File: src/rtl/core/sync_length_checksum_deframer_unit_macros.svh
// ----------------------------------------------------------------------------
// sync_length_checksum_deframer_unit_macros.svh
// Assertion macros for the deframer; empty when SYNTHESIS is defined.
// ----------------------------------------------------------------------------
`ifndef SYNC_LENGTH_CHECKSUM_DEFRAMER_UNIT_MACROS_SVH
`define SYNC_LENGTH_CHECKSUM_DEFRAMER_UNIT_MACROS_SVH

`ifndef SYNTHESIS

// same-cycle implication
`define SLCD_ASSERT_IMP(lbl, clk, rst_n, ante, cons) \
  lbl: assert property (@(posedge clk) disable iff (!rst_n) (ante) |-> (cons)) \
    else $error("slcd assertion failed");

// next-cycle implication
`define SLCD_ASSERT_NXT(lbl, clk, rst_n, ante, cons) \
  lbl: assert property (@(posedge clk) disable iff (!rst_n) (ante) |=> (cons)) \
    else $error("slcd assertion failed");

`else

`define SLCD_ASSERT_IMP(lbl, clk, rst_n, ante, cons)
`define SLCD_ASSERT_NXT(lbl, clk, rst_n, ante, cons)

`endif

`endif

File: src/rtl/core/slcd_pkg.sv
// ----------------------------------------------------------------------------
// slcd_pkg
// Types and constants shared by the sync/length/checksum deframer.
// ----------------------------------------------------------------------------
`timescale 1ns / 1ps

package slcd_pkg;

  localparam int LEN_WIDTH = 12;
  localparam int MAXL_WIDTH = 12;
  localparam int TMO_WIDTH = 8;
  localparam int CFG_IDX_WIDTH = 2;
  localparam int CFG_DATA_WIDTH = 12;

  localparam logic [7:0] SYNC_FIRST = 8'hAB;
  localparam logic [7:0] SYNC_SECOND = 8'hCD;
  localparam logic [MAXL_WIDTH-1:0] MAX_LENGTH_RESET = MAXL_WIDTH'(3000);
  localparam logic [TMO_WIDTH-1:0] TIMEOUT_RESET = TMO_WIDTH'(3);
  localparam logic [15:0] LEN_LIMIT = 16'((32'd1 << LEN_WIDTH) - 32'd1);

  localparam logic [CFG_IDX_WIDTH-1:0] CFG_MAX_LENGTH = CFG_IDX_WIDTH'(0);
  localparam logic [CFG_IDX_WIDTH-1:0] CFG_TIMEOUT = CFG_IDX_WIDTH'(1);

  localparam logic OP_BYTE = 1'b0;
  localparam logic OP_TICK = 1'b1;

  typedef enum logic [2:0] {
    K_DATA    = 3'd0,
    K_GOOD    = 3'd1,
    K_CKERR   = 3'd2,
    K_SYNCERR = 3'd3,
    K_LENERR  = 3'd4,
    K_TIMEOUT = 3'd5
  } kind_t;

  typedef enum logic [4:0] {
    PH_HUNT  = 5'b00001,
    PH_SYNC2 = 5'b00010,
    PH_LENLO = 5'b00100,
    PH_LENHI = 5'b01000,
    PH_BODY  = 5'b10000
  } phase_t;

  typedef struct packed {
    logic                 valid;
    kind_t                kind;
    logic [7:0]           data_byte;
    logic [LEN_WIDTH-1:0] byte_index;
    logic [LEN_WIDTH-1:0] payload_length;
  } res_t;

endpackage

File: src/rtl/core/slcd_in_if.sv
// ----------------------------------------------------------------------------
// slcd_in_if
// Input channel: one received byte or one tick per transfer.
// ----------------------------------------------------------------------------
`timescale 1ns / 1ps

interface slcd_in_if;
  logic       valid;
  logic       ready;
  logic       opcode;
  logic [7:0] rx_byte;

  modport source (output valid, output opcode, output rx_byte, input ready);
  modport sink (input valid, input opcode, input rx_byte, output ready);
endinterface

File: src/rtl/core/slcd_out_if.sv
// ----------------------------------------------------------------------------
// slcd_out_if
// Result channel: payload bytes and frame status reports.
// ----------------------------------------------------------------------------
`timescale 1ns / 1ps

interface slcd_out_if;
  logic                           valid;
  logic                           ready;
  logic [2:0]                     kind;
  logic [7:0]                     data_byte;
  logic [slcd_pkg::LEN_WIDTH-1:0] byte_index;
  logic [slcd_pkg::LEN_WIDTH-1:0] payload_length;

  modport source (output valid, output kind, output data_byte, output byte_index,
                  output payload_length, input ready);
  modport sink (input valid, input kind, input data_byte, input byte_index,
                input payload_length, output ready);
endinterface

File: src/rtl/core/slcd_rx.sv
// ----------------------------------------------------------------------------
// slcd_rx
// Receiver state, config registers and the per-item decode/checksum step.
// ----------------------------------------------------------------------------
`timescale 1ns / 1ps
`include "sync_length_checksum_deframer_unit_macros.svh"

module slcd_rx (
  input  logic                                clk,
  input  logic                                rst_n,
  input  logic                                step_i,
  input  logic                                opcode_i,
  input  logic [7:0]                          rx_byte_i,
  input  logic                                cfg_we_i,
  input  logic [slcd_pkg::CFG_IDX_WIDTH-1:0]  cfg_index_i,
  input  logic [slcd_pkg::CFG_DATA_WIDTH-1:0] cfg_wdata_i,
  output slcd_pkg::res_t                      res_o
);

  localparam int LW = slcd_pkg::LEN_WIDTH;

  logic [slcd_pkg::MAXL_WIDTH-1:0] max_length_r;
  logic [slcd_pkg::TMO_WIDTH-1:0]  timeout_ticks_r;

  slcd_pkg::phase_t                phase_r, phase_nxt;
  logic [LW-1:0]                   frame_length_r, frame_length_nxt;
  logic [LW-1:0]                   byte_count_r, byte_count_nxt;
  logic [15:0]                     running_sum_r, running_sum_nxt;
  logic [7:0]                      check_low_r, check_low_nxt;
  logic [slcd_pkg::TMO_WIDTH-1:0]  idle_count_r, idle_count_nxt;

  logic [slcd_pkg::TMO_WIDTH:0]    idle_inc;
  logic [15:0]                     len_word;
  logic [LW-1:0]                   plen;
  logic [15:0]                     want_sum;
  logic                            len_bad;
  slcd_pkg::res_t                  res;

  always_ff @(posedge clk) begin
    if (!rst_n) begin
      max_length_r    <= slcd_pkg::MAX_LENGTH_RESET;
      timeout_ticks_r <= slcd_pkg::TIMEOUT_RESET;
    end else if (cfg_we_i) begin
      case (cfg_index_i)
        slcd_pkg::CFG_MAX_LENGTH: max_length_r <= cfg_wdata_i[slcd_pkg::MAXL_WIDTH-1:0];
        slcd_pkg::CFG_TIMEOUT:    timeout_ticks_r <= cfg_wdata_i[slcd_pkg::TMO_WIDTH-1:0];
        default: ;
      endcase
    end
  end

  assign idle_inc = {1'b0, idle_count_r} + 1'b1;
  assign len_word = {rx_byte_i, frame_length_r[7:0]};
  assign plen     = frame_length_r - LW'(2);
  assign want_sum = 16'd2 + running_sum_r + 16'(plen >> 8) + 16'(plen[7:0]);
  assign len_bad  = (len_word < 16'd2) ||
                    (len_word > 16'(max_length_r)) ||
                    (len_word > slcd_pkg::LEN_LIMIT);

  always_comb begin
    phase_nxt        = phase_r;
    frame_length_nxt = frame_length_r;
    byte_count_nxt   = byte_count_r;
    running_sum_nxt  = running_sum_r;
    check_low_nxt    = check_low_r;
    idle_count_nxt   = idle_count_r;
    res              = '0;
    res.kind         = slcd_pkg::K_DATA;

    if (opcode_i == slcd_pkg::OP_TICK) begin
      if (idle_inc > (slcd_pkg::TMO_WIDTH+1)'(timeout_ticks_r)) begin
        phase_nxt        = slcd_pkg::PH_HUNT;
        frame_length_nxt = '0;
        byte_count_nxt   = '0;
        running_sum_nxt  = '0;
        check_low_nxt    = '0;
        idle_count_nxt   = '0;
        res.valid        = 1'b1;
        res.kind         = slcd_pkg::K_TIMEOUT;
      end else begin
        idle_count_nxt = idle_inc[slcd_pkg::TMO_WIDTH-1:0];
      end
    end else begin
      idle_count_nxt = '0;
      case (phase_r)
        slcd_pkg::PH_HUNT: begin
          if (rx_byte_i == slcd_pkg::SYNC_FIRST) begin
            phase_nxt = slcd_pkg::PH_SYNC2;
          end else if (rx_byte_i == slcd_pkg::SYNC_SECOND) begin
            phase_nxt = slcd_pkg::PH_LENLO;
          end else begin
            res.valid = 1'b1;
            res.kind  = slcd_pkg::K_SYNCERR;
          end
        end
        slcd_pkg::PH_SYNC2: begin
          if (rx_byte_i == slcd_pkg::SYNC_SECOND) begin
            phase_nxt = slcd_pkg::PH_LENLO;
          end else begin
            phase_nxt        = slcd_pkg::PH_HUNT;
            frame_length_nxt = '0;
            byte_count_nxt   = '0;
            running_sum_nxt  = '0;
            check_low_nxt    = '0;
            res.valid        = 1'b1;
            res.kind         = slcd_pkg::K_SYNCERR;
          end
        end
        slcd_pkg::PH_LENLO: begin
          frame_length_nxt = LW'(rx_byte_i);
          phase_nxt        = slcd_pkg::PH_LENHI;
        end
        slcd_pkg::PH_LENHI: begin
          byte_count_nxt  = '0;
          running_sum_nxt = '0;
          check_low_nxt   = '0;
          if (len_bad) begin
            phase_nxt        = slcd_pkg::PH_HUNT;
            frame_length_nxt = '0;
            res.valid        = 1'b1;
            res.kind         = slcd_pkg::K_LENERR;
          end else begin
            frame_length_nxt = len_word[LW-1:0];
            phase_nxt        = slcd_pkg::PH_BODY;
          end
        end
        slcd_pkg::PH_BODY: begin
          if (byte_count_r < plen) begin
            running_sum_nxt    = running_sum_r + 16'(rx_byte_i);
            byte_count_nxt     = byte_count_r + 1'b1;
            res.valid          = 1'b1;
            res.kind           = slcd_pkg::K_DATA;
            res.data_byte      = rx_byte_i;
            res.byte_index     = byte_count_r;
            res.payload_length = plen;
          end else if (byte_count_r == plen) begin
            check_low_nxt  = rx_byte_i;
            byte_count_nxt = byte_count_r + 1'b1;
          end else begin
            phase_nxt          = slcd_pkg::PH_HUNT;
            frame_length_nxt   = '0;
            byte_count_nxt     = '0;
            running_sum_nxt    = '0;
            check_low_nxt      = '0;
            res.valid          = 1'b1;
            res.kind           = ({rx_byte_i, check_low_r} == want_sum) ?
                                 slcd_pkg::K_GOOD : slcd_pkg::K_CKERR;
            res.payload_length = plen;
          end
        end
        default: begin
          phase_nxt        = slcd_pkg::PH_HUNT;
          frame_length_nxt = '0;
          byte_count_nxt   = '0;
          running_sum_nxt  = '0;
          check_low_nxt    = '0;
        end
      endcase
    end
  end

  always_ff @(posedge clk) begin
    if (!rst_n) begin
      phase_r        <= slcd_pkg::PH_HUNT;
      frame_length_r <= '0;
      byte_count_r   <= '0;
      running_sum_r  <= '0;
      check_low_r    <= '0;
      idle_count_r   <= '0;
    end else if (step_i) begin
      phase_r        <= phase_nxt;
      frame_length_r <= frame_length_nxt;
      byte_count_r   <= byte_count_nxt;
      running_sum_r  <= running_sum_nxt;
      check_low_r    <= check_low_nxt;
      idle_count_r   <= idle_count_nxt;
    end
  end

  assign res_o = res;

  `SLCD_ASSERT_IMP(a_body_len_min, clk, rst_n, phase_r == slcd_pkg::PH_BODY,
                   frame_length_r >= LW'(2))
  `SLCD_ASSERT_IMP(a_body_count_bound, clk, rst_n, phase_r == slcd_pkg::PH_BODY,
                   byte_count_r <= frame_length_r - LW'(1))
  `SLCD_ASSERT_NXT(a_timeout_clears, clk, rst_n,
                   step_i && opcode_i == slcd_pkg::OP_TICK && res.valid,
                   phase_r == slcd_pkg::PH_HUNT && idle_count_r == '0)

endmodule

File: src/rtl/core/sync_length_checksum_deframer_unit.sv
// ----------------------------------------------------------------------------
// sync_length_checksum_deframer_unit
// Length-prefixed frame receiver with additive 16-bit checksum.
// ----------------------------------------------------------------------------
// Path: an input transfer goes into the input register, and its report
//   then into the result register.
// Throughput: one item per cycle unless a report waits on a held result.
// Reset: synchronous, active low; receiver hunts for sync, config registers
//   return to max_length 3000 and timeout_ticks 3.
// ----------------------------------------------------------------------------
`timescale 1ns / 1ps
`include "sync_length_checksum_deframer_unit_macros.svh"

module sync_length_checksum_deframer_unit (
  input  logic                                clk,
  input  logic                                rst_n,
  slcd_in_if.sink                             in_if,
  slcd_out_if.source                          out_if,
  input  logic                                cfg_we,
  input  logic [slcd_pkg::CFG_IDX_WIDTH-1:0]  cfg_index,
  input  logic [slcd_pkg::CFG_DATA_WIDTH-1:0] cfg_wdata
);

  logic           s1_valid_r;
  logic           s1_opcode_r;
  logic [7:0]     s1_byte_r;
  logic           out_valid_r;
  slcd_pkg::res_t out_r;
  slcd_pkg::res_t res;
  logic           out_free;
  logic           advance;
  logic           in_xfer;

  slcd_rx u_rx (
    .clk         (clk),
    .rst_n       (rst_n),
    .step_i      (advance),
    .opcode_i    (s1_opcode_r),
    .rx_byte_i   (s1_byte_r),
    .cfg_we_i    (cfg_we),
    .cfg_index_i (cfg_index),
    .cfg_wdata_i (cfg_wdata),
    .res_o       (res)
  );

  assign out_free    = !out_valid_r || out_if.ready;
  assign advance     = s1_valid_r && (!res.valid || out_free);
  assign in_if.ready = !s1_valid_r || advance;
  assign in_xfer     = in_if.valid && in_if.ready;

  always_ff @(posedge clk) begin
    if (!rst_n) begin
      s1_valid_r <= 1'b0;
    end else if (in_xfer) begin
      s1_valid_r <= 1'b1;
    end else if (advance) begin
      s1_valid_r <= 1'b0;
    end
  end

  always_ff @(posedge clk) begin
    if (in_xfer) begin
      s1_opcode_r <= in_if.opcode;
      s1_byte_r   <= in_if.rx_byte;
    end
  end

  always_ff @(posedge clk) begin
    if (!rst_n) begin
      out_valid_r <= 1'b0;
    end else if (advance && res.valid) begin
      out_valid_r <= 1'b1;
    end else if (out_if.ready) begin
      out_valid_r <= 1'b0;
    end
  end

  always_ff @(posedge clk) begin
    if (advance && res.valid) begin
      out_r <= res;
    end
  end

  assign out_if.valid          = out_valid_r;
  assign out_if.kind           = out_r.kind;
  assign out_if.data_byte      = out_r.data_byte;
  assign out_if.byte_index     = out_r.byte_index;
  assign out_if.payload_length = out_r.payload_length;

  `SLCD_ASSERT_NXT(a_s1_hold, clk, rst_n, s1_valid_r && !advance, s1_valid_r)
  `SLCD_ASSERT_IMP(a_status_zero, clk, rst_n,
                   out_valid_r && out_r.kind != slcd_pkg::K_DATA,
                   out_r.data_byte == '0 && out_r.byte_index == '0)
  `SLCD_ASSERT_IMP(a_index_in_frame, clk, rst_n,
                   out_valid_r && out_r.kind == slcd_pkg::K_DATA,
                   out_r.byte_index < out_r.payload_length)

endmodule

File: src/flat_wrapper.sv
// flat-port wrapper written by rule: the top's interface ports become plain ports
module sync_length_checksum_deframer_unit_flat 
  (clk, rst_n, cfg_we, cfg_index, cfg_wdata, in_if_valid, in_if_opcode, in_if_rx_byte, in_if_ready, out_if_valid, out_if_kind, out_if_data_byte, out_if_byte_index, out_if_payload_length, out_if_ready);
  slcd_in_if in_if_i ();
  slcd_out_if out_if_i ();
  input  logic clk;
  input  logic rst_n;
  input  logic cfg_we;
  input  logic [slcd_pkg::CFG_IDX_WIDTH-1:0] cfg_index;
  input  logic [slcd_pkg::CFG_DATA_WIDTH-1:0] cfg_wdata;
  input wire logic [$bits(in_if_i.valid)-1:0] in_if_valid;
  input wire logic [$bits(in_if_i.opcode)-1:0] in_if_opcode;
  input wire logic [$bits(in_if_i.rx_byte)-1:0] in_if_rx_byte;
  output wire logic [$bits(in_if_i.ready)-1:0] in_if_ready;
  output wire logic [$bits(out_if_i.valid)-1:0] out_if_valid;
  output wire logic [$bits(out_if_i.kind)-1:0] out_if_kind;
  output wire logic [$bits(out_if_i.data_byte)-1:0] out_if_data_byte;
  output wire logic [$bits(out_if_i.byte_index)-1:0] out_if_byte_index;
  output wire logic [$bits(out_if_i.payload_length)-1:0] out_if_payload_length;
  input wire logic [$bits(out_if_i.ready)-1:0] out_if_ready;
  assign in_if_i.valid = in_if_valid;
  assign in_if_i.opcode = in_if_opcode;
  assign in_if_i.rx_byte = in_if_rx_byte;
  assign in_if_ready = in_if_i.ready;
  assign out_if_valid = out_if_i.valid;
  assign out_if_kind = out_if_i.kind;
  assign out_if_data_byte = out_if_i.data_byte;
  assign out_if_byte_index = out_if_i.byte_index;
  assign out_if_payload_length = out_if_i.payload_length;
  assign out_if_i.ready = out_if_ready;
  sync_length_checksum_deframer_unit u_core (.clk(clk), .rst_n(rst_n), .in_if(in_if_i), .out_if(out_if_i), .cfg_we(cfg_we), .cfg_index(cfg_index), .cfg_wdata(cfg_wdata));
endmodule
File: config.mk
export PLATFORM = sky130hd
export DESIGN_NAME = sync_length_checksum_deframer_unit_flat
export DESIGN_NICKNAME = d
export VERILOG_FILES = /design/src/rtl/core/slcd_pkg.sv /design/src/rtl/core/slcd_in_if.sv /design/src/rtl/core/slcd_out_if.sv /design/src/rtl/core/slcd_rx.sv /design/src/rtl/core/sync_length_checksum_deframer_unit.sv /design/src/flat_wrapper.sv
export VERILOG_INCLUDE_DIRS = /design/src /design/src/rtl/core
export SDC_FILE = /design/constraint.sdc
export NUM_CORES = 1
export LEC_CHECK = 0
export BUFFER_PORTS_ARGS = -buffer_cell sky130_fd_sc_hd__buf_2
export CORE_MARGIN = 4
export CORE_UTILIZATION = 45
export DETAILED_ROUTE_END_ITERATION = 6
export GPL_TIMING_DRIVEN = 0
export PLACE_DENSITY = 0.59
export SLEW_MARGIN = 20
export SYNTH_ARGS = -nofsm -noshare
export SYNTH_HDL_FRONTEND = slang
export SYNTH_HIERARCHICAL = 1
export SYNTH_SLANG_ARGS = --single-unit
File: constraint.sdc
create_clock -name clk -period 8.45 [get_ports clk]
set_clock_uncertainty 0.05 [all_clocks]
set_input_delay 1.2675 -clock clk [delete_from_list [all_inputs] [get_ports clk]]
set_output_delay 1.2675 -clock clk [all_outputs]
set_load 0.05 [all_outputs]
# After elaboration in Yosys (flattened, before gate mapping)
# Index checks and enable logic that the tools add are counted.
# op_classes
n_addsub,7
order_cmp,5
eq_ne,19
n_mux,49
n_bitwise,2
n_reduce_logical,25
# op_table
op,count
12-bit two-way mux,11
16-bit two-way mux,5
12-bit one-hot mux with 5 select lines,1
8-bit two-way mux,7
16-bit one-hot mux with 3 select lines,1
12-bit one-hot mux with 3 select lines,1
5-bit two-way mux,7
16-bit by 8-bit adder with 16-bit output,2
4-bit two-way mux,7
5-bit one-hot mux with 5 select lines,1
8-bit one-hot mux with 3 select lines,1
16-bit by 4-bit adder with 16-bit output,1
2-bit by 16-bit adder with 16-bit output (first input constant),1
16-bit equality test,1
8-bit equality test (second input constant),2
16-bit by 12-bit greater-than comparator with 1-bit output,1
16-bit by 12-bit greater-than comparator with 1-bit output (second input constant),1
16-bit by 2-bit < comparator with 1-bit output (second input constant),1
4-bit one-hot mux with 4 select lines,1
5-bit AND reduction,3
12-bit by 1-bit adder with 12-bit output (second input constant),1
12-bit equality test,1
12-bit < comparator,1
3-bit by 2-bit != test with 1-bit output (second input constant),4
other kinds (27),44
# word_totals
regBits,127

# Longest topological paths before layout
# Gate-level depths: netlist (run 1).
# logic_depth
ltp_word,15
ltp_mapped,23
depth_no_buf,20

# Hierarchy
# Netlist (run 1), hierarchy kept.
# modules_own_cells
module,instances,cells_each,area_per_inst_um2,seq_area_each_um2
slcd_rx,1,792,6222.2,1621.6
sync_length_checksum_deframer_unit,1,56,1438.9,1361.3

# Least setup slack after synthesis (run 1)
# OpenSTA, ideal clock, no wires.
# synth_timing
kind,reg-to-reg
start,register u_core.u_rx.frame_length_r[1]
end,register u_core.out_r (netlist bit u_core/out_if.byte_index[0]) (enable)
arrival_time_ps,4629
slack_ps,3344
stages_incl_launch_ff,15
path_buffers,0
synth_period_minus_slack_ps,5106
cell_sequence,dfxtp_1 -> or4_1 -> or2_2 -> nor3_1 -> xnor2_1 -> ha_1 -> and3_1 -> nand4_1 -> a21oi_1 -> or3_1 -> a21oi_1 -> o31ai_1 -> nand2_1 -> nand2_1 -> nor2_1
# synth_lines
element,line,source
"start, declared",slcd_rx.sv:26,"logic [LW-1:0] frame_length_r, frame_length_nxt;"
"start signal, assigned",slcd_rx.sv:172,frame_length_r <= frame_length_nxt;
"end signal, assigned",sync_length_checksum_deframer_unit.sv:80,out_r <= res;
"end, declared",sync_length_checksum_deframer_unit.sv:28,slcd_pkg::res_t out_r;

==> results of run 1 <==
-- per-stage QoR --
stage / std cells / utilization (%) / instance area [um2] / hold slack, ps / setup WS [ps]
floorplan: 848 / - / 7661 / 386.3 / 3344
global placement: 1132 / 49.61 / 8257 / 395.8 / 1169
detailed placement: 1133 / 49.85 / 8295 / 402.4 / 1568
CTS: 1165 / 53.40 / 8887 / 410.7 / 1537
global route: 1165 / 53.40 / 8887 / 431.8 / 1028
finish: 1165 / 53.40 / 8887 / 407.3 / 1427
-- state kept, by name, indices dropped and copies added (netlist names) --
name and cells:
u_core/out_if.byte_index 12, u_core/out_if.data_byte 8, u_core/out_if.kind 3, u_core/out_if.payload_length 12, u_core/out_if.valid 1, u_core/s1_byte_r 8
u_core/s1_opcode_r 1, u_core/s1_valid_r 1, u_core/u_rx/byte_count_r 12, u_core/u_rx/check_low_r 8, u_core/u_rx/frame_length_r 12, u_core/u_rx/idle_count_r 8
u_core/u_rx/max_length_r 12, u_core/u_rx/phase_r 5, u_core/u_rx/running_sum_r 16, u_core/u_rx/timeout_ticks_r 8
-- cells by family after synthesis --
kind of cell,share of synthesized area (%)
xor gates and xnor gates,5.373
buffers and inverters,4.589
and+or+nand+nor,21.20
adders and majority gates,10.45
AOI/OAI and AO/OA,18.14
DFF,38.94
muxes,1.307
-- final timing paths --
kind | startpoint | endpoint | cells after the start
min reg2reg | u_core/u_rx/max_length_r[1]$_SDFFE_PN0P_ | u_core/u_rx/max_length_r[1]$_SDFFE_PN0P_ | 2
min | u_core/u_rx/max_length_r[1]$_SDFFE_PN0P_ | u_core/u_rx/max_length_r[1]$_SDFFE_PN0P_ | 2
max | u_core/u_rx/frame_length_r[1]$_SDFFE_PN0P_ | u_core/u_rx/byte_count_r[11]$_SDFFE_PN0P_ | 22
max reg2reg | u_core/u_rx/frame_length_r[1]$_SDFFE_PN0P_ | u_core/u_rx/byte_count_r[11]$_SDFFE_PN0P_ | 22
-- layout by cell type (no fill, tap or decap), types with 12 or more instances in the layout --
cell,Yosys,layout
a21oi_1,53,53
clkbuf_16,0,17
o211ai_1,14,14
o21a_1,16,16
edfxtp_1,44,44
nand2_1,72,72
dfxtp_1,83,83
clkbuf_1,32,36
buf_2,2,66
ha_1,56,56
o21ai_0,26,26
inv_1,56,56
nand3_1,26,26
nand4_1,12,12
or3_1,14,14
and3_1,19,19
and2_1,25,25
nor3_1,14,13
xor2_1,19,19
xnor2_1,28,28
nor2_1,60,59
-- power by group through the flow --
stage          logic, mW  clock network, mW  registers [mW]
2_1_floorplan     0.0517                  0           0.688
3_3_place_gp       0.109                  0           0.669
3_5_place_dp       0.111                  0           0.668
4_1_cts            0.111              0.751           0.655
5_1_grt            0.121              0.777           0.656
6_report           0.111              0.741           0.655
-- critical path: stages, from the launching register on --
cell       delay (ps)
dfxtp_1           410
inv_1              90
ha_1              180
or3b_1            370
buf_2             170
nor3_1            220
xor2_1            240
inv_1             180
ha_1              300
and3_1            180
nand4_1           150
a21oi_1           270
or3_1             350
a21oi_1           110
o31ai_1           310
nand2_1           210
a21boi_1          410
o2111ai_1         260
nor2_1            730
nor2_1            220
o21ai_1           700
clkbuf_1          640
nor2_1            110
-- routing by layer --
metal / GRT usage (%) / routed length [um] / part of all wire, % / up-vias
met4: 7.696 / 408 / 2.0 / 0
li1: - / - / - / 3253
met3: 3.902 / 1273 / 6.1 / 29
met1: 30.99 / 9964 / 48 / 3073
met5: 0 / 0 / 0 / -
met2: 33.50 / 9133 / 44 / 198
-- cell type report --
type	instances	area, um2	area share, %
plain buffers	36	137.6	1.549
flip-flops and latches	127	2983	33.56
inverters	57	214.0	2.407
well taps	220	275.3	3.097
repair buffers	65	340.3	3.829
clock inverters	10	137.6	1.549
clock buffers	22	454.2	5.111
multi-input cells	628	4345	48.89
==> results.md, run 1 <==
* Seq pwr share at 43.5%
* Die ar. at 19180 um2
* CTS tree: yes
* Synthesized flop and latch total at 127
* Int Power at 1.149 mW
* Ant. Diodes at 0
* Final hold violation count at 0
* First-pass GRT wire length at approximately 33000 um
* PortBufs at between 60 and 70
* F_max at ~140 MHz
* Net Sw Frac at about a quarter
* Status: completed
* Cells after Synth at about 850
* Mapped Nets at around 940
* Die X at about 140 um
* Vias after detailed routing at ~6600
* Hold buffers post-CTS at 0
* DRC errors left at 0
* Synth cell count leaders: dfxtp_1, nand2_1, nor2_1
* Critical path endpoint category: flip-flop
* Clock root buffer: clkbuf_16
* TritonRoute pass-1 iters at 5
* RSZ-0062 raised after global routing: no
* Top cell type's share of synthesized area at ~22%
* Total CTS buffers at 17
* Pwr Density at around 170 nW/um2
* H-tree levels at 4
* Critical path class: flip-flop to flip-flop
* Worst Max-Slew Pin Slew at ~1100 ps
* Gpl congestion at 0.9224
* Final setup fails at 0
* Post-synth EDFFs at 44
* Register area share after synthesis at between 30% and 40%
* Switching Power at 0.3577 mW
* Synth top area cells: dfxtp_1, edfxtp_1, ha_1
* Largest net degree at the start of global routing at 28
* Tcrit/Tclk final at 83.11%
* Area of the mapped netlist at about 7700 um2
* CTS Buffer Depth at 2
* Area growth, synth to finish at 16.01%
* Pleak at about 3.7 nW
* Post-cts gate resize count at 0
* I/O pins at between 60 and 70
* Filler cells at between 1500 and 2000
* Ys flop type: dfxtp_1
* Maxcap violations at 0
* Initial Utilization at about 46%
* Arrival @ worst endpoint at between 7000 and 8000 ps
* Initial antenna violation count at 0
* Core Area at approximately 17000 um2
* Remaining antenna violation count at 0
* Slew Viols, Final at 0
* Grt total ovfl at 0
* YS warnings at 6
* Initial drt markers at about 520
* CP max FO at 10
* Detailed Place HPWL at between 15000 and 20000 um
* Drt wl/cell at roughly 18 um
* Clock share of power at slightly below 50%
* Post-layout nets at a little over 1000
* Asr flop ratio synth at 0%
* Count leader, synth: dfxtp_1
* Worst-Skew Late Latency at between 400 and 500 ps
* Row Count at between 40 and 50
* Vias per cell at ~5.6
* Period minus WS final at around 7000 ps
* Netlist cell types at between 70 and 80
* Sink Count at 127
* Gate power share at around 7.4%
* Avg Synthesized Cell Area at 9.034 um2
* Total Power at 1.507 mW
* Die height at 138.5 um
* Slew HR at 26.87%
* Setup_tns at 0 ps
* Largest area contributor in the netlist: dfxtp_1
* Tot GR Track Use at a little over a fifth
* Worst Setup Start Kind: flip-flop
* Postcts setup bufs at 0
* Share of post-route cells with drive strength above 1 at about an eighth
* Via count of the first global-routing pass at 6232
* Clk pin slew, worst setup/hold paths at 60 ps
* WL final at 20780 um
* CP required at between 8000 and 9000 ps
* R2R setup slack at about 1400 ps
* Hold Path Class: flip-flop to flip-flop
* Worst vdd ir at between 0.1 and 0.15 mV
Note: power is estimated with default switching activity, not from simulation.
==> run 2, diff against run 1 <==
--- a/config.mk
+++ b/config.mk
@@ -6,12 +6,13 @@
 export SDC_FILE = /design/constraint.sdc
 export NUM_CORES = 1
 export LEC_CHECK = 0
+export ABC_AREA = 1
 export BUFFER_PORTS_ARGS = -buffer_cell sky130_fd_sc_hd__buf_2
 export CORE_MARGIN = 4
 export CORE_UTILIZATION = 45
 export DETAILED_ROUTE_END_ITERATION = 6
 export GPL_TIMING_DRIVEN = 0
-export PLACE_DENSITY = 0.59
+export PLACE_DENSITY = 0.61
 export SLEW_MARGIN = 20
 export SYNTH_ARGS = -nofsm -noshare
 export SYNTH_HDL_FRONTEND = slang
==> constraint.sdc (replaced) <==
create_clock -name clk -period 6 [get_ports clk]
set_clock_uncertainty 0.05 [all_clocks]
set_input_delay 0.9 -clock clk [delete_from_list [all_inputs] [get_ports clk]]
set_output_delay 0.9 -clock clk [all_outputs]
set_load 0.05 [all_outputs]
==> results.md, run 2 <==
* F_max at 209.1 MHz (+47%)
* PortBufs at 64 (unchanged)
* Top cell type's share of synthesized area at 21.04% (-0.65 points)
* CP max FO at 10 (unchanged)
* Register area share after synthesis at 37.77% (-1.2 points)
* Post-synth EDFFs at 44 (unchanged)
* Initial drt markers at 456 (-13%)
* Hold buffers post-CTS at 0 (unchanged)
* Via count of the first global-routing pass at 6381 (+2.4%)
* CP top delay family: simple AND/OR/NAND/NOR gates
* Final hold violation count at 0 (unchanged)
* Detailed Place HPWL at 15700 um (about the same)
* Setup_tns at 0 ps (unchanged)
* Arrival @ worst endpoint at 5030 ps (-2220 ps)
* CTS Buffer Depth at 2 (unchanged)
* Sink Count at 127 (unchanged)
* Pleak at 4.180 nW (+14%)
* Tot GR Track Use at 21.21% (-0.62 points)
* Dpl cell area at 8499 um2 (+2.5%)
* Die ar. at 19730 um2 (+2.9%)
* Status: completed
* Critical path class: flip-flop to flip-flop
* Postcts setup bufs at 0 (unchanged)
* Tcrit/Tclk final at 79.70% (-3.4 points)
* Final setup fails at 0 (unchanged)
* CTS tree: yes
* Worst Max-Slew Pin Slew at 788.7 ps (-305.9 ps)
* Crit path top cell by count: nand2_1
* Netlist cell types at 55 (-23%)
* Post-route cell area at 9094 um2 (+2.3%)
* Period minus WS final at 4782 ps (-2241 ps)
* Vias per cell at 5.146 (-8.5%)
* Met2 Resource Use GR at 33.04% (-0.47 points)
* Drt wl/cell at 15.29 um (-14%)
* Largest register FFs at 16 (unchanged)
* First-pass GRT wire length at 33110 um (-0.58%)
* Area growth, synth to finish at 15.15%
* I/O pins at 65 (unchanged)
* WL final at 20450 um (-1.6%)
* Avg Synthesized Cell Area at 7.766 um2 (-14%)
* Gpl congestion at 0.9002 (-2.4%)
* Slew Viols, Final at 0 (unchanged)
* Worst path max stage delay at 420 ps (-310 ps)
* Critical path endpoint category: flip-flop
* Clk pin slew, worst setup/hold paths at 60 ps (about the same)
* TritonRoute pass-1 iters at 6 (+1)
* Worst vdd ir at 0.1995 mV (+40%)
* Largest area contributor in the netlist: dfxtp_1
* Asr flop ratio synth at 0% (unchanged)
* Area of the multi-input gates at 4173 um2 (-4.0%)
* Initial Utilization at 45.82% (-0.22 points)
* Synth top area cells: dfxtp_1, edfxtp_1, nand2_1
* Sequential cell area at 2983 um2 (unchanged)
* Share of post-route cells with drive strength above 1 at 14.82% (+2.8 points)
* Worst-Skew Late Latency at 420 ps (about the same)
* Vias after detailed routing at 6885 (+5.1%)
* DRC errors left at 0 (unchanged)
* Synthesized flop and latch total at 127 (unchanged)
* Synth cell count leaders: nand2_1, inv_1, nor2_1
* Die height at 140.5 um (+1.4%)
* Maxcap violations at 0 (unchanged)
* Die X at 140.5 um (+1.4%)
* Area of the mapped netlist at 7898 um2 (+3.1%)
* RSZ-0062 raised after global routing: no
* Slew HR at 47.42% (+21 points)
* Hold Path Class: flip-flop to flip-flop
* Total CTS buffers at 17 (unchanged)
* Most frequent cells in the layout: nand2_1, inv_1, nor2_1, a21oi_1, dfxtp_1
* Ant. Diodes at 0 (unchanged)
* Slowest-stage cell, CP: dfxtp_1
* Pwr Density at 248.4 nW/um2 (+47%)
* Largest net degree at the start of global routing at 36 (+29%)
* Ys flop type: dfxtp_1
* WP buf/inv at 7 (+3)
* Met3 Track Usage GR at 4.575% (+0.67 points)
* Clock root buffer: clkbuf_16
* Met1 Usage GRT at 29.39% (-1.6 points)
* Remaining antenna violation count at 0 (unchanged)
* Core Area at 17240 um2 (+3.6%)
* Commonest non-fill, non-tap cell in the layout: nand2_1
* CP required at 6240 ps (-2440 ps)
* Cells after Synth at 1017 (+20%)
* Biggest register: u_core/u_rx/running_sum_r
* Row Count at 48 (+2.1%)
* Post-cts gate resize count at 0 (unchanged)
* YS warnings at 6 (unchanged)
* Post-layout nets at 1189 (+16%)
* Initial antenna violation count at 0 (unchanged)
* Hold Worst Slack at 418.5 ps (+11.13 ps)
* H-tree levels at 4 (unchanged)
* Worst Setup Start Kind: flip-flop
* Mapped Nets at 1106 (+18%)
* Count leader, synth: nand2_1
* Most Crowded Layer GR: met2
* Filler cells at 1660 (+4.5%)
* Grt total ovfl at 0 (unchanged)
-- run 2: cell count changes after synthesis, moves of 19 or more --
cell	previous run	this run
a21oi_1	53	87
and2_1	25	0
and3_1	19	0
clkbuf_1	32	12
inv_1	56	141
nand2_1	72	191
nand3_1	26	57
nor2_1	60	100
o21ai_0	26	48
-- run 2: report_power, final --
part | switching, mW | internal (mW)
logic | 0.183 | 0.0879
registers | 0.0235 | 0.917
clock network | 0.418 | 0.629
-- run 2: per-layer routing --
layer  up-vias  share of wire (%)  wire (um)
li1       3535                  -          -
met1      3129                 48       9882
met2       190                 44       9055
met3        31                5.5       1121
met4         0                1.9        393
met5         -                  0          0
-- run 2: final timing paths --
kind | start | endpoint | slack (ps) | cells after the start
max | u_core/u_rx/frame_length_r[1]$_SDFFE_PN0P_ | u_core/u_rx/byte_count_r[8]$_SDFFE_PN0P_ | 1220 | 27
min | u_core/u_rx/timeout_ticks_r[5]$_SDFFE_PN0P_ | u_core/u_rx/timeout_ticks_r[5]$_SDFFE_PN0P_ | 420 | 2
min reg2reg | u_core/u_rx/timeout_ticks_r[5]$_SDFFE_PN0P_ | u_core/u_rx/timeout_ticks_r[5]$_SDFFE_PN0P_ | 420 | 2
max reg2reg | u_core/u_rx/frame_length_r[1]$_SDFFE_PN0P_ | u_core/u_rx/byte_count_r[8]$_SDFFE_PN0P_ | 1220 | 27
-- run 2: cell families after synthesis --
family / count (synthesis) / synth area share [%]
flip-flops: 127 / 37.77
buffers and inverters: 179 / 9.395
XOR/XNOR: 39 / 4.325
AND/OR/NAND/NOR: 429 / 25.43
adder cells (fa/ha/maj): 61 / 10.14
AO/OA/AOI/OAI: 182 / 12.94
-- run 2: through the flow --
step	setup slack (ps)	util (%)	instances	power (mW)
after floorplan	2109	-	1017	1.153
after global placement	1191	49.31	1306	1.225
after detailed placement	1171	49.31	1306	1.228
after CTS	1171	52.76	1338	2.273
after global routing	659.5	52.76	1338	2.358
final	1218	52.76	1338	2.259
-- run 2: area by class of cell --
| cell class | count | share of cell area (%) |
|---|---|---|
| multi-input cells | 711 | 45.89 |
| flip-flops and latches | 127 | 32.80 |
| inverters | 156 | 6.467 |
| clock buffers | 18 | 4.829 |
| repair buffers | 64 | 3.522 |
| well taps | 225 | 3.096 |
| clock inverters | 14 | 1.706 |
| plain buffers | 23 | 1.692 |
-- run 2: worst register-to-register path, stage by stage, from the launching register on --
cell and delay, ps:
dfxtp_1 420, inv_1 140, ha_1 210, nand2_1 70
nor2_1 120, nand2_1 100, nor4_1 240, xor2_1 170
inv_1 110, ha_1 310, nand2_1 70, nor2_2 170
nand3_1 170, inv_1 170, nand2_1 100, a21oi_1 150
nand2_1 80, nand2_1 60, nand2_1 100, inv_1 80
o21ai_0 80, inv_1 100, clkinv_1 280, nor3_2 330
nand2_4 100, buf_12 160, o21ai_4 400, nor3b_1 110
==> run 3, diff against run 2 <==
--- a/config.mk
+++ b/config.mk
@@ -12,7 +12,7 @@
 export CORE_UTILIZATION = 45
 export DETAILED_ROUTE_END_ITERATION = 6
 export GPL_TIMING_DRIVEN = 0
-export PLACE_DENSITY = 0.61
+export PLACE_DENSITY = 0.59
 export SLEW_MARGIN = 20
 export SYNTH_ARGS = -nofsm -noshare
 export SYNTH_HDL_FRONTEND = slang
==> constraint.sdc (replaced) <==
create_clock -name clk -period 4.6 [get_ports clk]
set_clock_uncertainty 0.05 [all_clocks]
set_input_delay 0.69 -clock clk [delete_from_list [all_inputs] [get_ports clk]]
set_output_delay 0.69 -clock clk [all_outputs]
set_load 0.05 [all_outputs]
==> results.md, run 3 (synthesized netlist as in run 2, its figures left out) <==
* Status: completed
* Sink Count at 127 (unchanged)
* Worst-Skew Late Latency at 420 ps (about the same)
* Total CTS buffers at 17 (unchanged)
* Int Power at 2.084 mW (+28%)
* TritonRoute pass-1 iters at 4 (-2)
* Initial Utilization at 45.82% (unchanged)
* Pleak at 4.187 nW (+0.17%)
* Period minus WS final at between 4000 and 5000 ps
* DP Worst Slack at -281.7 ps (-1452 ps)
* Tot GR Track Use at 21.40% (+0.19 points)
* Tcrit/Tclk final at between 90% and 100%
* Met2 routed WL at 9293 um (+2.6%)
* CTS tree: yes
* CTS Buffer Depth at 2 (unchanged)
* Vias after detailed routing at 6893 (+0.12%)
* Most frequent cells in the layout: nand2_1, inv_1, nor2_1, a21oi_1, dfxtp_1
* Grt total ovfl at 0 (unchanged)
* Initial antenna violation count at 0 (unchanged)
* Pwr Density at 314.4 nW/um2 (+27%)
* Vias per cell at 5.144 (about the same)
* Switching Power at 0.7868 mW (+26%)
* Area growth, synth to finish at 15.64%
* Initial drt markers at 509 (+12%)
* Clock share of power at 44.7% (-1.6 points)
* Hold buffers post-CTS at 0 (unchanged)
* WP buf/inv at 3 (-4)
* Row Count at 48 (unchanged)
* Largest net degree at the start of global routing at 36 (unchanged)
* Net Sw Frac at 27.40% (-0.25 points)
* Post-layout nets at 1191 (+0.17%)
* Critical path class: flip-flop to primary output
* Biggest register: u_core/u_rx/running_sum_r
* DRC errors left at 0 (unchanged)
* Clock root buffer: clkbuf_16
* Worst Max-Slew Pin Slew at 770.3 ps (-18.38 ps)
* Final hold violation count at 0 (unchanged)
* Hold Worst Slack at 389.3 ps (-29.21 ps)
* CP max FO at 6 (-4)
* H-tree levels at 4 (unchanged)
* First-pass GRT wire length at 33330 um (+0.66%)
* R2R setup slack at 330 ps (-890 ps)
* Seq pwr share at 42.7% (+1.0 points)
* Slowest-stage cell, CP: dfxtp_2
* Post-Route Utilization at 52.98% (+0.22 points)
* Critical path endpoint category: primary output
* Worst Setup Start Kind: flip-flop
* F_max at between 200 and 250 MHz
* Remaining antenna violation count at 0 (unchanged)
* Hold Path Class: input pin to flip-flop
* Via count of the first global-routing pass at 6465 (+1.3%)
* Largest register FFs at 16 (unchanged)
* I/O pins at 65 (unchanged)
* Drt wl/cell at 15.33 um (+0.30%)
* Die ar. at 19730 um2 (unchanged)
* Share of post-route cells with drive strength above 1 at 15.70% (+0.87 points)
* Crit path top cell by count: nand2_1
* Slew HR at 48.57% (+1.2 points)
* Gpl congestion at 0.9249 (+2.7%)
* Maxcap violations at 0 (unchanged)
* Detailed Place HPWL at 15730 um (+0.22%)
* RSZ-0062 raised after global routing: no
* Worst vdd ir at 0.2519 mV (+26%)
* WL final at 20550 um (+0.45%)
* Gate power share at 12.5% (+0.5 points)
* DR top layer: met4
* Commonest non-fill, non-tap cell in the layout: nand2_1
* CP required at 3860 ps (-2380 ps)
* Met1 WL at 9748 um (-1.4%)
* Metal3 WL at 1082 um (-3.5%)
* Worst Slack Setup Final at 265.8 ps (-952.0 ps)
* Die X at 140.5 um (unchanged)
* CP top delay family: simple AND/OR/NAND/NOR gates
* PortBufs at 64 (unchanged)
* Core Area at 17240 um2 (unchanged)
* Worst path cell trace: inv_1, ha_1, nand2_1, nor2_2, nand2_1, nor4_2, xor2_1, inv_1, ha_1, nand2_1, nor2_2, nand3_1, nand2_2, nand2_1, a21oi_1, nand2_1, nand2_1, nand2_1, nand4_2, buf_2
* Worst path max stage delay at 380 ps (-40 ps)
* Clk pin slew, worst setup/hold paths at 60 ps (about the same)
* Ant. Diodes at 0 (unchanged)
* Final setup fails at 0 (unchanged)
* Die height at 140.5 um (unchanged)
* Arrival @ worst endpoint at 3590 ps (-1440 ps)
* Slew Viols, Final at 0 (unchanged)
==> run 3: worst paths after layout <==
path                            cells after the start                                          end                                        start
worst min-delay path                                1                u_core/s1_byte_r[4]$_DFFE_PP_                             in_if_rx_byte[4]
worst max register to register                     30      u_core/u_rx/check_low_r[7]$_SDFFE_PN0P_   u_core/u_rx/frame_length_r[1]$_SDFFE_PN0P_
worst min register to register                      2  u_core/u_rx/timeout_ticks_r[5]$_SDFFE_PN0P_  u_core/u_rx/timeout_ticks_r[5]$_SDFFE_PN0P_
worst max-delay path                               20                                  in_if_ready   u_core/u_rx/frame_length_r[1]$_SDFFE_PN0P_
==> run 3: area by class of cell <==
| type | instances | area, um2 |
|---|---|---|
| tap | 225 | 281.5 |
| multi-input combinational | 711 | 4212 |
| inverter | 156 | 594.3 |
| buffer | 23 | 153.9 |
| clock inverter | 8 | 52.55 |
| clock buffer | 24 | 506.7 |
| timing repair buffer | 66 | 347.8 |
| sequential | 127 | 2984 |
| fill | 1660 | 8104 |
==> run 3: metrics by stage <==
stage	power [mW]	std cells	TNS (ps)	area [um2]
final	2.871	1340	0	9133
after global placement	1.599	1306	-4921	8499
after CTS	2.887	1340	0	9094
after detailed placement	1.601	1306	-5298	8499
after global routing	2.994	1340	0	9133
after floorplan	1.504	1017	0	7898
==> run 3: power groups by stage <==
stage          clock (mW)  combinational [mW]  sequential [mW]
3_5_place_dp            0               0.351             1.25
6_report             1.28               0.360             1.23
4_1_cts              1.30               0.357             1.23
2_1_floorplan           0               0.239             1.27
3_3_place_gp            0               0.348             1.25
5_1_grt              1.36               0.406             1.23
==> run 3: layer usage <==
layer  up-vias  track usage [%]
met3        20            3.380
met4         0            8.516
met1      3148            29.17
met2       177            34.07
li1       3548                -
met5         -                0
==> run 3: repair_timing <==
item	4_1_cts	5_1_grt
pin swaps	1	0
resized for setup	2	11
endpoints found under the setup margin	38	56
gates cloned	0	0
setup buffers	2	0
